`src/rtl/core/ssbf_pkg.sv`:
```
`timescale 1ns / 1ps
// -----------------------------------------------------------------------------
// ssbf_pkg
// Shared types and constants for the subset-sum exhaustive search block.
// -----------------------------------------------------------------------------
package ssbf_pkg;

   localparam int DATA_W      = 32;
   localparam int QUEUE_DEPTH = 2;

   typedef struct packed {
      logic [DATA_W-1:0] target;
      logic [DATA_W-1:0] value;
      logic              search;
   } cmd_type;

   typedef struct packed {
      logic              found;
      logic              has_element;
      logic [DATA_W-1:0] element_value;
      logic              run_end;
   } rsp_type;

   typedef enum logic [1:0] {
      ST_LOAD,
      ST_SEARCH,
      ST_EMIT,
      ST_EMPTY
   } state_type;

endpackage

```
`src/rtl/core/ssbf_front.sv`:
```
`timescale 1ns / 1ps
// -----------------------------------------------------------------------------
// ssbf_front
// Input stage: takes items, trims them to VALUE_BITS and tags search starts.
// -----------------------------------------------------------------------------
module ssbf_front #(
   parameter int VALUE_BITS = 32
) (
   input  logic              clock,
   input  logic              reset,
   input  logic              req_tvalid,
   output logic              req_tready,
   input  logic [63:0]       req_tdata,
   input  logic              req_tlast,
   output logic              cmd_valid,
   input  logic              cmd_ready,
   output ssbf_pkg::cmd_type cmd_data
);
   import ssbf_pkg::*;

   localparam logic [DATA_W-1:0] VMASK = DATA_W'({VALUE_BITS{1'b1}});

   logic    hold_valid_ff, hold_valid_in;
   cmd_type hold_ff, hold_in;
   logic    take;

   assign req_tready = !hold_valid_ff || cmd_ready;
   assign take       = req_tvalid && req_tready;
   assign cmd_valid  = hold_valid_ff;
   assign cmd_data   = hold_ff;

   always_comb begin
      hold_valid_in = hold_valid_ff;
      hold_in       = hold_ff;
      if (take) begin
         hold_valid_in  = 1'b1;
         hold_in.value  = req_tdata[31:0] & VMASK;
         hold_in.target = req_tdata[63:32] & VMASK;
         hold_in.search = req_tlast;
      end else if (cmd_ready) begin
         hold_valid_in = 1'b0;
      end
   end

   always_ff @(posedge clock) begin
      if (reset) begin
         hold_valid_ff <= 1'b0;
      end else begin
         hold_valid_ff <= hold_valid_in;
      end
   end

   always_ff @(posedge clock) begin
      hold_ff <= hold_in;
   end

endmodule

```
`src/rtl/core/ssbf_queue.sv`:
```
`timescale 1ns / 1ps
// -----------------------------------------------------------------------------
// ssbf_queue
// Short command FIFO between the input stage and the search engine.
// -----------------------------------------------------------------------------
module ssbf_queue (
   input  logic              clock,
   input  logic              reset,
   input  logic              in_valid,
   output logic              in_ready,
   input  ssbf_pkg::cmd_type in_data,
   output logic              out_valid,
   input  logic              out_ready,
   output ssbf_pkg::cmd_type out_data
);
   import ssbf_pkg::*;

   localparam int PTR_W = (QUEUE_DEPTH > 1) ? $clog2(QUEUE_DEPTH) : 1;
   localparam int CNT_W = $clog2(QUEUE_DEPTH + 1);

   cmd_type            slot_ff [QUEUE_DEPTH];
   logic [PTR_W-1:0]   wr_ptr_ff, wr_ptr_in;
   logic [PTR_W-1:0]   rd_ptr_ff, rd_ptr_in;
   logic [CNT_W-1:0]   fill_ff, fill_in;
   logic               push, pop;

   assign in_ready  = fill_ff != CNT_W'(QUEUE_DEPTH);
   assign out_valid = fill_ff != '0;
   assign out_data  = slot_ff[rd_ptr_ff];
   assign push      = in_valid && in_ready;
   assign pop       = out_valid && out_ready;

   always_comb begin
      wr_ptr_in = wr_ptr_ff;
      rd_ptr_in = rd_ptr_ff;
      fill_in   = fill_ff;
      if (push) begin
         wr_ptr_in = (wr_ptr_ff == PTR_W'(QUEUE_DEPTH - 1)) ? '0 : wr_ptr_ff + 1'b1;
      end
      if (pop) begin
         rd_ptr_in = (rd_ptr_ff == PTR_W'(QUEUE_DEPTH - 1)) ? '0 : rd_ptr_ff + 1'b1;
      end
      if (push && !pop) begin
         fill_in = fill_ff + 1'b1;
      end else if (pop && !push) begin
         fill_in = fill_ff - 1'b1;
      end
   end

   always_ff @(posedge clock) begin
      if (reset) begin
         wr_ptr_ff <= '0;
         rd_ptr_ff <= '0;
         fill_ff   <= '0;
      end else begin
         wr_ptr_ff <= wr_ptr_in;
         rd_ptr_ff <= rd_ptr_in;
         fill_ff   <= fill_in;
      end
   end

   always_ff @(posedge clock) begin
      if (push) begin
         slot_ff[wr_ptr_ff] <= in_data;
      end
   end

endmodule

```
`src/rtl/core/ssbf_back.sv`:
```
`timescale 1ns / 1ps
// -----------------------------------------------------------------------------
// ssbf_back
// Search engine: holds the set, walks candidate masks one per cycle with an
// incremental sum, then emits the chosen elements or a no-element result.
// -----------------------------------------------------------------------------
module ssbf_back #(
   parameter int MAX_ITEMS  = 20,
   parameter int VALUE_BITS = 32
) (
   input  logic              clock,
   input  logic              reset,
   input  logic              cmd_valid,
   output logic              cmd_ready,
   input  ssbf_pkg::cmd_type cmd_data,
   output logic              rsp_valid,
   input  logic              rsp_ready,
   output ssbf_pkg::rsp_type rsp_data
);
   import ssbf_pkg::*;

   localparam int IDX_W = (MAX_ITEMS > 1) ? $clog2(MAX_ITEMS) : 1;
   localparam int CNT_W = $clog2(MAX_ITEMS + 1);

   // Stepping mask m to m+1 clears the trailing ones below bit j and sets
   // bit j, so the sum moves by elem[j] - (elem[0] + ... + elem[j-1]).
   logic [VALUE_BITS-1:0] elem_ff [MAX_ITEMS];
   logic [VALUE_BITS-1:0] diff_ff [MAX_ITEMS];

   state_type             state_ff, state_in;
   logic [CNT_W-1:0]      count_ff, count_in;
   logic [VALUE_BITS-1:0] psum_ff, psum_in;
   logic [VALUE_BITS-1:0] target_ff, target_in;
   logic [VALUE_BITS-1:0] sum_ff, sum_in;
   logic [MAX_ITEMS-1:0]  mask_ff, mask_in;
   logic [MAX_ITEMS-1:0]  rem_ff, rem_in;
   logic [IDX_W-1:0]      idx_ff, idx_in;
   logic                  found_ff, found_in;
   logic                  rsp_valid_ff, rsp_valid_in;
   rsp_type               rsp_ff, rsp_in;

   logic                  store_we;
   logic [IDX_W-1:0]      store_idx;
   logic [VALUE_BITS-1:0] store_value;
   logic [VALUE_BITS-1:0] store_diff;
   logic [MAX_ITEMS-1:0]  live_bits;
   logic                  mask_done;
   logic [IDX_W-1:0]      flip_idx;
   logic                  out_free;

   assign rsp_valid = rsp_valid_ff;
   assign rsp_data  = rsp_ff;
   assign out_free  = !rsp_valid_ff || rsp_ready;
   assign cmd_ready = state_ff == ST_LOAD;

   always_comb begin
      for (int k = 0; k < MAX_ITEMS; k++) begin
         live_bits[k] = k < int'(count_ff);
      end
      mask_done = &(mask_ff | ~live_bits);
      flip_idx  = '0;
      for (int k = MAX_ITEMS - 1; k >= 0; k--) begin
         if (!mask_ff[k]) begin
            flip_idx = IDX_W'(k);
         end
      end
   end

   always_comb begin
      state_in     = state_ff;
      count_in     = count_ff;
      psum_in      = psum_ff;
      target_in    = target_ff;
      sum_in       = sum_ff;
      mask_in      = mask_ff;
      rem_in       = rem_ff;
      idx_in       = idx_ff;
      found_in     = found_ff;
      rsp_valid_in = rsp_valid_ff && !rsp_ready;
      rsp_in       = rsp_ff;
      store_we     = 1'b0;
      store_idx    = count_ff[IDX_W-1:0];
      store_value  = cmd_data.value[VALUE_BITS-1:0];
      store_diff   = cmd_data.value[VALUE_BITS-1:0] - psum_ff;

      unique case (state_ff)
         ST_LOAD: begin
            if (cmd_valid) begin
               if (count_ff < CNT_W'(MAX_ITEMS)) begin
                  store_we = 1'b1;
                  psum_in  = psum_ff + cmd_data.value[VALUE_BITS-1:0];
                  count_in = count_ff + 1'b1;
               end
               if (cmd_data.search) begin
                  target_in = cmd_data.target[VALUE_BITS-1:0];
                  sum_in    = '0;
                  mask_in   = '0;
                  state_in  = ST_SEARCH;
               end
            end
         end
         ST_SEARCH: begin
            if (sum_ff == target_ff) begin
               found_in = 1'b1;
               rem_in   = mask_ff;
               idx_in   = '0;
               count_in = '0;
               psum_in  = '0;
               state_in = (mask_ff == '0) ? ST_EMPTY : ST_EMIT;
            end else if (mask_done) begin
               found_in = 1'b0;
               count_in = '0;
               psum_in  = '0;
               state_in = ST_EMPTY;
            end else begin
               mask_in = mask_ff + 1'b1;
               sum_in  = sum_ff + diff_ff[flip_idx];
            end
         end
         ST_EMIT: begin
            if (!rem_ff[0] || out_free) begin
               rem_in = rem_ff >> 1;
               idx_in = idx_ff + 1'b1;
               if (rem_ff[0]) begin
                  rsp_valid_in          = 1'b1;
                  rsp_in.found          = 1'b1;
                  rsp_in.has_element    = 1'b1;
                  rsp_in.element_value  = DATA_W'(elem_ff[idx_ff]);
                  rsp_in.run_end        = (rem_ff >> 1) == '0;
                  if ((rem_ff >> 1) == '0) begin
                     state_in = ST_LOAD;
                  end
               end
            end
         end
         ST_EMPTY: begin
            if (out_free) begin
               rsp_valid_in         = 1'b1;
               rsp_in.found         = found_ff;
               rsp_in.has_element   = 1'b0;
               rsp_in.element_value = '0;
               rsp_in.run_end       = 1'b1;
               state_in             = ST_LOAD;
            end
         end
         default: begin
            state_in = ST_LOAD;
         end
      endcase
   end

   always_ff @(posedge clock) begin
      if (reset) begin
         state_ff     <= ST_LOAD;
         count_ff     <= '0;
         psum_ff      <= '0;
         found_ff     <= 1'b0;
         rsp_valid_ff <= 1'b0;
      end else begin
         state_ff     <= state_in;
         count_ff     <= count_in;
         psum_ff      <= psum_in;
         found_ff     <= found_in;
         rsp_valid_ff <= rsp_valid_in;
      end
   end

   always_ff @(posedge clock) begin
      target_ff <= target_in;
      sum_ff    <= sum_in;
      mask_ff   <= mask_in;
      rem_ff    <= rem_in;
      idx_ff    <= idx_in;
      rsp_ff    <= rsp_in;
      if (store_we) begin
         elem_ff[store_idx] <= store_value;
         diff_ff[store_idx] <= store_diff;
      end
   end

endmodule

```
`src/rtl/core/subset_sum_brute_force.sv`:
```
`timescale 1ns / 1ps
// -----------------------------------------------------------------------------
// subset_sum_brute_force
// Exhaustive subset-sum search over a loaded set of unsigned values.
// -----------------------------------------------------------------------------
// Elements load at one item per cycle while the engine is loading; the item
// with tlast set also carries the target and starts the search. The engine
// tries one candidate mask per cycle in increasing binary order, updating the
// running sum from a per-index difference table, up to 2^n masks for n held
// elements (n <= MAX_ITEMS), and input stalls once the two-entry command queue
// and the input register fill. The answer then leaves as one result per chosen
// element, in index order; a miss or an empty-set match gives one result with
// no element. Sums wrap modulo 2^VALUE_BITS.
module subset_sum_brute_force #(
   parameter int MAX_ITEMS  = 20,
   parameter int VALUE_BITS = 32
) (
   input  logic        clock,
   input  logic        reset,
   input  logic        req_tvalid,
   output logic        req_tready,
   input  logic [63:0] req_tdata,   // value[31:0], target[63:32]
   input  logic        req_tlast,   // set_end
   output logic        rsp_tvalid,
   input  logic        rsp_tready,
   output logic [31:0] rsp_tdata,   // element_value[31:0]
   output logic [1:0]  rsp_tuser,   // found[0], has_element[1]
   output logic        rsp_tlast    // run_end
);
   import ssbf_pkg::*;

   logic    front_valid, front_ready;
   cmd_type front_cmd;
   logic    queue_valid, queue_ready;
   cmd_type queue_cmd;
   rsp_type rsp;

   ssbf_front #(
      .VALUE_BITS(VALUE_BITS)
   ) u_front (
      .clock      (clock),
      .reset      (reset),
      .req_tvalid (req_tvalid),
      .req_tready (req_tready),
      .req_tdata  (req_tdata),
      .req_tlast  (req_tlast),
      .cmd_valid  (front_valid),
      .cmd_ready  (front_ready),
      .cmd_data   (front_cmd)
   );

   ssbf_queue u_queue (
      .clock     (clock),
      .reset     (reset),
      .in_valid  (front_valid),
      .in_ready  (front_ready),
      .in_data   (front_cmd),
      .out_valid (queue_valid),
      .out_ready (queue_ready),
      .out_data  (queue_cmd)
   );

   ssbf_back #(
      .MAX_ITEMS  (MAX_ITEMS),
      .VALUE_BITS (VALUE_BITS)
   ) u_back (
      .clock     (clock),
      .reset     (reset),
      .cmd_valid (queue_valid),
      .cmd_ready (queue_ready),
      .cmd_data  (queue_cmd),
      .rsp_valid (rsp_tvalid),
      .rsp_ready (rsp_tready),
      .rsp_data  (rsp)
   );

   assign rsp_tdata = rsp.element_value;
   assign rsp_tuser = {rsp.has_element, rsp.found};
   assign rsp_tlast = rsp.run_end;

endmodule
```
`config.mk`:
```
export PLATFORM = sky130hd
export DESIGN_NAME = subset_sum_brute_force
export DESIGN_NICKNAME = d
export VERILOG_FILES = /design/src/rtl/core/ssbf_pkg.sv /design/src/rtl/core/ssbf_front.sv /design/src/rtl/core/ssbf_queue.sv /design/src/rtl/core/ssbf_back.sv /design/src/rtl/core/subset_sum_brute_force.sv
export SDC_FILE = /design/constraint.sdc
export NUM_CORES = 2
export LEC_CHECK = 0
export BUFFER_PORTS_ARGS = -buffer_cell sky130_fd_sc_hd__buf_4
export CELL_PAD_IN_SITES_DETAIL_PLACEMENT = 0
export CELL_PAD_IN_SITES_GLOBAL_PLACEMENT = 1
export CORE_AREA = 4 4 363 365
export DETAILED_ROUTE_END_ITERATION = 10
export DIE_AREA = 0 0 367 369
export GPL_TIMING_DRIVEN = 0
export MAX_ROUTING_LAYER = met4
export PLACE_DENSITY_LB_ADDON = 0.1
export SLEW_MARGIN = 20
export SYNTH_ARGS = -nofsm -noshare
export SYNTH_HDL_FRONTEND = slang
export SYNTH_SLANG_ARGS = --single-unit
```
`constraint.sdc`:
```
create_clock -name clock -period 6.6 [get_ports clock]
set_input_delay 1.32 -clock clock [delete_from_list [all_inputs] [get_ports clock]]
set_output_delay 1.32 -clock clock [all_outputs]
set_load 0.02 [all_outputs]
```
==> flow_summary.rst <==
.. list-table::
   :header-rows: 1

   * - Metric
     - Value
   * - Run status
     - completed
   * - Total number of nets in the final design
     - 5038
   * - Primary flip-flop cell chosen by synthesis mapping
     - edfxtp_1
   * - Count of unresolved DRC violations after routing
     - 0
   * - Flip-flop and latch count after synthesis
     - 1671
   * - Detailed-route vias per instance
     - 5.98
   * - Setup repair after global routing missed its margin
     - yes
   * - Cell-internal power
     - 24.4 mW
   * - Synth-to-layout area growth
     - 16.0%
   * - Crit Path Category
     - flop to flop
   * - Total iterations of the first detailed-routing run
     - 5
   * - CTS H-Tree Depth
     - 4
   * - Pwr Density
     - 472 mW/mm^2
   * - Largest buffer count on any clock path
     - 3
   * - First-pass GRT wire length
     - 269000 um
   * - Worst-path maximum fanout
     - 10
   * - Net switching power
     - approximately 13 mW
   * - Number of antenna violations at the first check in global routing
     - 1
   * - Largest area contributor in the netlist
     - edfxtp_1
   * - Share of synthesized flip-flops with an asynchronous set or reset
     - 0%
   * - Pin count of the biggest net entering global routing
     - 35
   * - Post-synthesis instance area
     - 0.0689 mm^2
   * - Hold-fix buffers, CTS
     - 0
   * - Switching power share of the total
     - 35.4%
   * - Die boundary height
     - 369 um
   * - Number of enable flip-flop cells after synthesis
     - between 1500 and 2000
   * - Total setup violations reported at the end of the flow
     - 0
   * - Static leakage
     - about 27 nW
   * - Core region area
     - 0.129 mm^2
   * - Worst slew margin relative to its limit
     - a little under a third
   * - Num ports
     - 106
   * - Data required time at the worst endpoint
     - 7.16 ns
   * - Max-cap violation count
     - 0
   * - Count of unique library cells instantiated by Yosys
     - 78
   * - Fin crit period
     - roughly 6.4 ns
   * - Hold slack
     - between 0.4 and 0.5 ns
   * - Actual transition at the worst max-transition pin
     - ~1.0 ns
   * - CP Capture Type
     - flop
   * - Number of global-route vias before repair
     - 39500
   * - Gate Count Post-Synth
     - 4474
   * - Share of cells above drive strength 1
     - 18.4%
   * - Post-detail-place hpwl
     - around 130000 um
   * - Number of buffers inserted by post-CTS setup repair
     - 0
   * - Arrival time of data at the critical path endpoint
     - 6.95 ns
   * - Clock-pin slew reported for the worst setup and hold paths after clock tree synthesis
     - ~0.060 ns
   * - Horizontal extent of the die
     - 367 um
   * - PnR Total Power
     - 37.8 mW
   * - DRC violation total after the first TritonRoute iteration
     - 4148
   * - Routed WL
     - 183000 um
   * - Setup clock skew after layout
     - 0.0362 ns
   * - VDD IR max
     - 0.349 mV
   * - Fraction of the yosys area taken by sequential cells
     - 72.0%
   * - Residual antenna-violating net count after detailed routing
     - 0
   * - Final hold violation count
     - 0
   * - Syn_nets
     - between 4000 and 5000
   * - Initial core utilization
     - 53.5%
   * - Clock share of power
     - 24.2%
   * - Worst setup SP type
     - flop
   * - Class of the tightest hold or removal check
     - flop to flop
   * - Placement Setup Slack
     - -0.354 ns
   * - Worst-Skew Late Latency
     - 0.83 ns
   * - Average cell area after synthesis
     - about 15 um^2
   * - Peak Freq
     - 0.156 GHz
   * - TritonCTS buffer count
     - 168
   * - Share of power burned in combinational logic
     - 35.3%
   * - Total via count after detailed routing
     - ~40000
   * - DR WL/cell
     - 27.4 um
   * - Max-slew violations
     - 0
   * - Buffers added on ports
     - 105
   * - Clk sinks
     - 1671
   * - Total global routing overflow
     - 0
   * - CTS tree
     - done
   * - Share of the clock period used by the worst path after layout
     - 96.8%
   * - Number of synthesis warnings
     - 0
   * - Total Routing Usage GR
     - 28.0%
   * - Synth top area cells
     - edfxtp_1 71%, mux4_2 6.4%, nand2_1 4.0%, nand3_1 2.0%, ha_1 1.8%
   * - Fin worst setup slack
     - roughly 0.21 ns
   * - Row cnt
     - roughly 130
   * - Full die area
     - 0.135 mm^2
   * - Share of the synthesized area in the top cell type
     - 70.5%
   * - Part of the total power dissipated in sequential elements
     - 40.5%
   * - RD Place Congestion
     - 0.886
   * - Clk Tree Root Cell
     - clkbuf_16
==> stage by stage <==
stage / std cells / TNS (ns) / util [%] / instance area [um^2]
finish: 6679 / 0 / 62.1 / 80000
global route: 6679 / -0.0761 / 62.1 / 80000
CTS: 6678 / 0 / 62.1 / 79900
detailed placement: 6370 / -0.841 / 57.9 / 74600
global placement: 6254 / -3039.91 / 55.8 / 71800
floorplan: 4474 / 0 / - / 68900
==> Yosys cell counts, types with 10 or more instances <==
library cell,instances
nor4_1,17
clkbuf_1,133
dfxtp_1,52
nand2_1,741
and3_1,72
xnor2_1,95
a211oi_1,12
buf_4,12
o21a_1,11
o21ai_0,59
a311oi_1,126
o21bai_1,18
nor2b_1,21
a31oi_1,12
mux2_2,67
edfxtp_1,1619
nor2_1,192
inv_1,85
o31ai_1,31
o211ai_1,10
a21o_1,22
mux2i_1,45
nand4_1,20
buf_2,68
or3_1,17
xor2_1,31
mux4_2,196
a21oi_1,115
nand2b_1,23
nor3_1,23
ha_1,101
and2_1,14
o21ai_1,11
buf_1,35
nand3_1,278
==> worst max-delay path, cell delays in order, from the launching register on <==
cell	delay, ns
edfxtp_1	0.53
nand2_1	0.12
a31oi_1	0.09
o211ai_1	0.29
a311oi_1	0.17
nor2_1	0.26
buf_2	0.39
clkbuf_1	0.49
nand2_1	0.10
a311oi_1	0.33
a311oi_1	0.16
o31ai_1	0.85
ha_1	0.43
a21o_1	0.21
a21o_1	0.18
a21oi_1	0.22
o21ai_0	0.12
o21ai_0	0.39
o211a_1	0.29
o221a_2	0.24
mux2i_1	0.17
nand3_1	0.08
==> layout by cell type (no fill, tap or decap), types with 28 or more instances in the layout <==
cell type  netlist  routed
clkbuf_16        0     169
nand2_1        741     739
ha_1           101     101
xnor2_1         95      72
edfxtp_1      1619    1619
buf_12           0      45
a21oi_1        115     113
buf_4           12     121
inv_1           85      85
o21ai_0         59      57
mux4_2         196     196
and3_1          72      71
nand3_1        278     278
clkbuf_1       133     160
dfxtp_1         52      52
buf_16           0      42
mux2i_1         45      45
nor2_1         192     169
mux2_2          67      67
a311oi_1       126     126
clkinv_1         0      42
xor2_1          31      28
buf_2           68      71
==> kinds of logic (layout without fill, tap and decap cells) <==
family	after synthesis	count (layout)	share of synthesized area, %
simple gates	1449	1449	9.31
other cells	0	1	0
compound gates	474	474	4.89
mux	308	308	8.15
xor+xnor	126	126	1.60
buf+inv	342	871	2.10
flops	1671	1671	72.0
fa+ha+maj	104	104	1.92
==> final cells by class <==
cell class / count / area (um^2)
Fill cell: 9524 / 48800
Sequential cell: 1671 / 49700
Inverter: 88 / 330
Antenna cell: 1 / 2.50
Clock inverter: 97 / 873
Multi-Input combinational cell: 2461 / 18300
Timing Repair Buffer: 221 / 3140
Buffer: 254 / 1170
Tap cell: 1675 / 2100
Clock buffer: 211 / 4400
==> registers in the layout, indices dropped and copies added (netlist names), 5 cells and up, named ones only <==
register,count
u_back.diff_ff,640
u_back.elem_ff,640
u_queue.slot_ff,130
u_front.cmd_data,65
u_back.rsp_data,35
u_back.psum_ff,32
u_back.sum_ff,32
u_back.target_ff,32
u_back.mask_ff,20
u_back.rem_ff,20
u_back.count_ff,5
u_back.idx_ff,5
==> layer usage <==
layer / track usage [%] / share of wire [%] / up-vias
met5: - / 0 / -
met4: 8.05 / 2.8 / 0
met3: 3.35 / 5.9 / 242
met2: 45.5 / 50 / 1430
met1: 37.9 / 42 / 20400
li1: - / - / 17900
==> power by group through the flow <==
stage | logic, mW | clock network (mW) | registers [mW]
floorplan | 7.70 | 0 | 15.5
global placement | 12.0 | 0 | 15.8
detailed placement | 13.2 | 0 | 15.5
CTS | 13.3 | 9.26 | 15.3
global route | 14.4 | 9.73 | 15.4
finish | 13.3 | 9.13 | 15.3
==> path summary, 6_finish.rpt <==
kind / start / end / slack [ns] / cells after the start
min reg2reg: u_front.cmd_data[20] / u_queue.slot_ff[1][20] / 0.44 / 0
max reg2reg: u_back.mask_ff[19] / u_back.sum_ff[30] / 0.21 / 21
min: u_front.cmd_data[20] / u_queue.slot_ff[1][20] / 0.44 / 0
max: u_back.mask_ff[19] / u_back.sum_ff[30] / 0.21 / 21
==> what timing repair did <==
item                       4_1_cts  5_1_grt
gates resized for setup         12       25
setup endpoints to repair        6       27
gates cloned                     0        0
(Power assumes the default switching activity.)
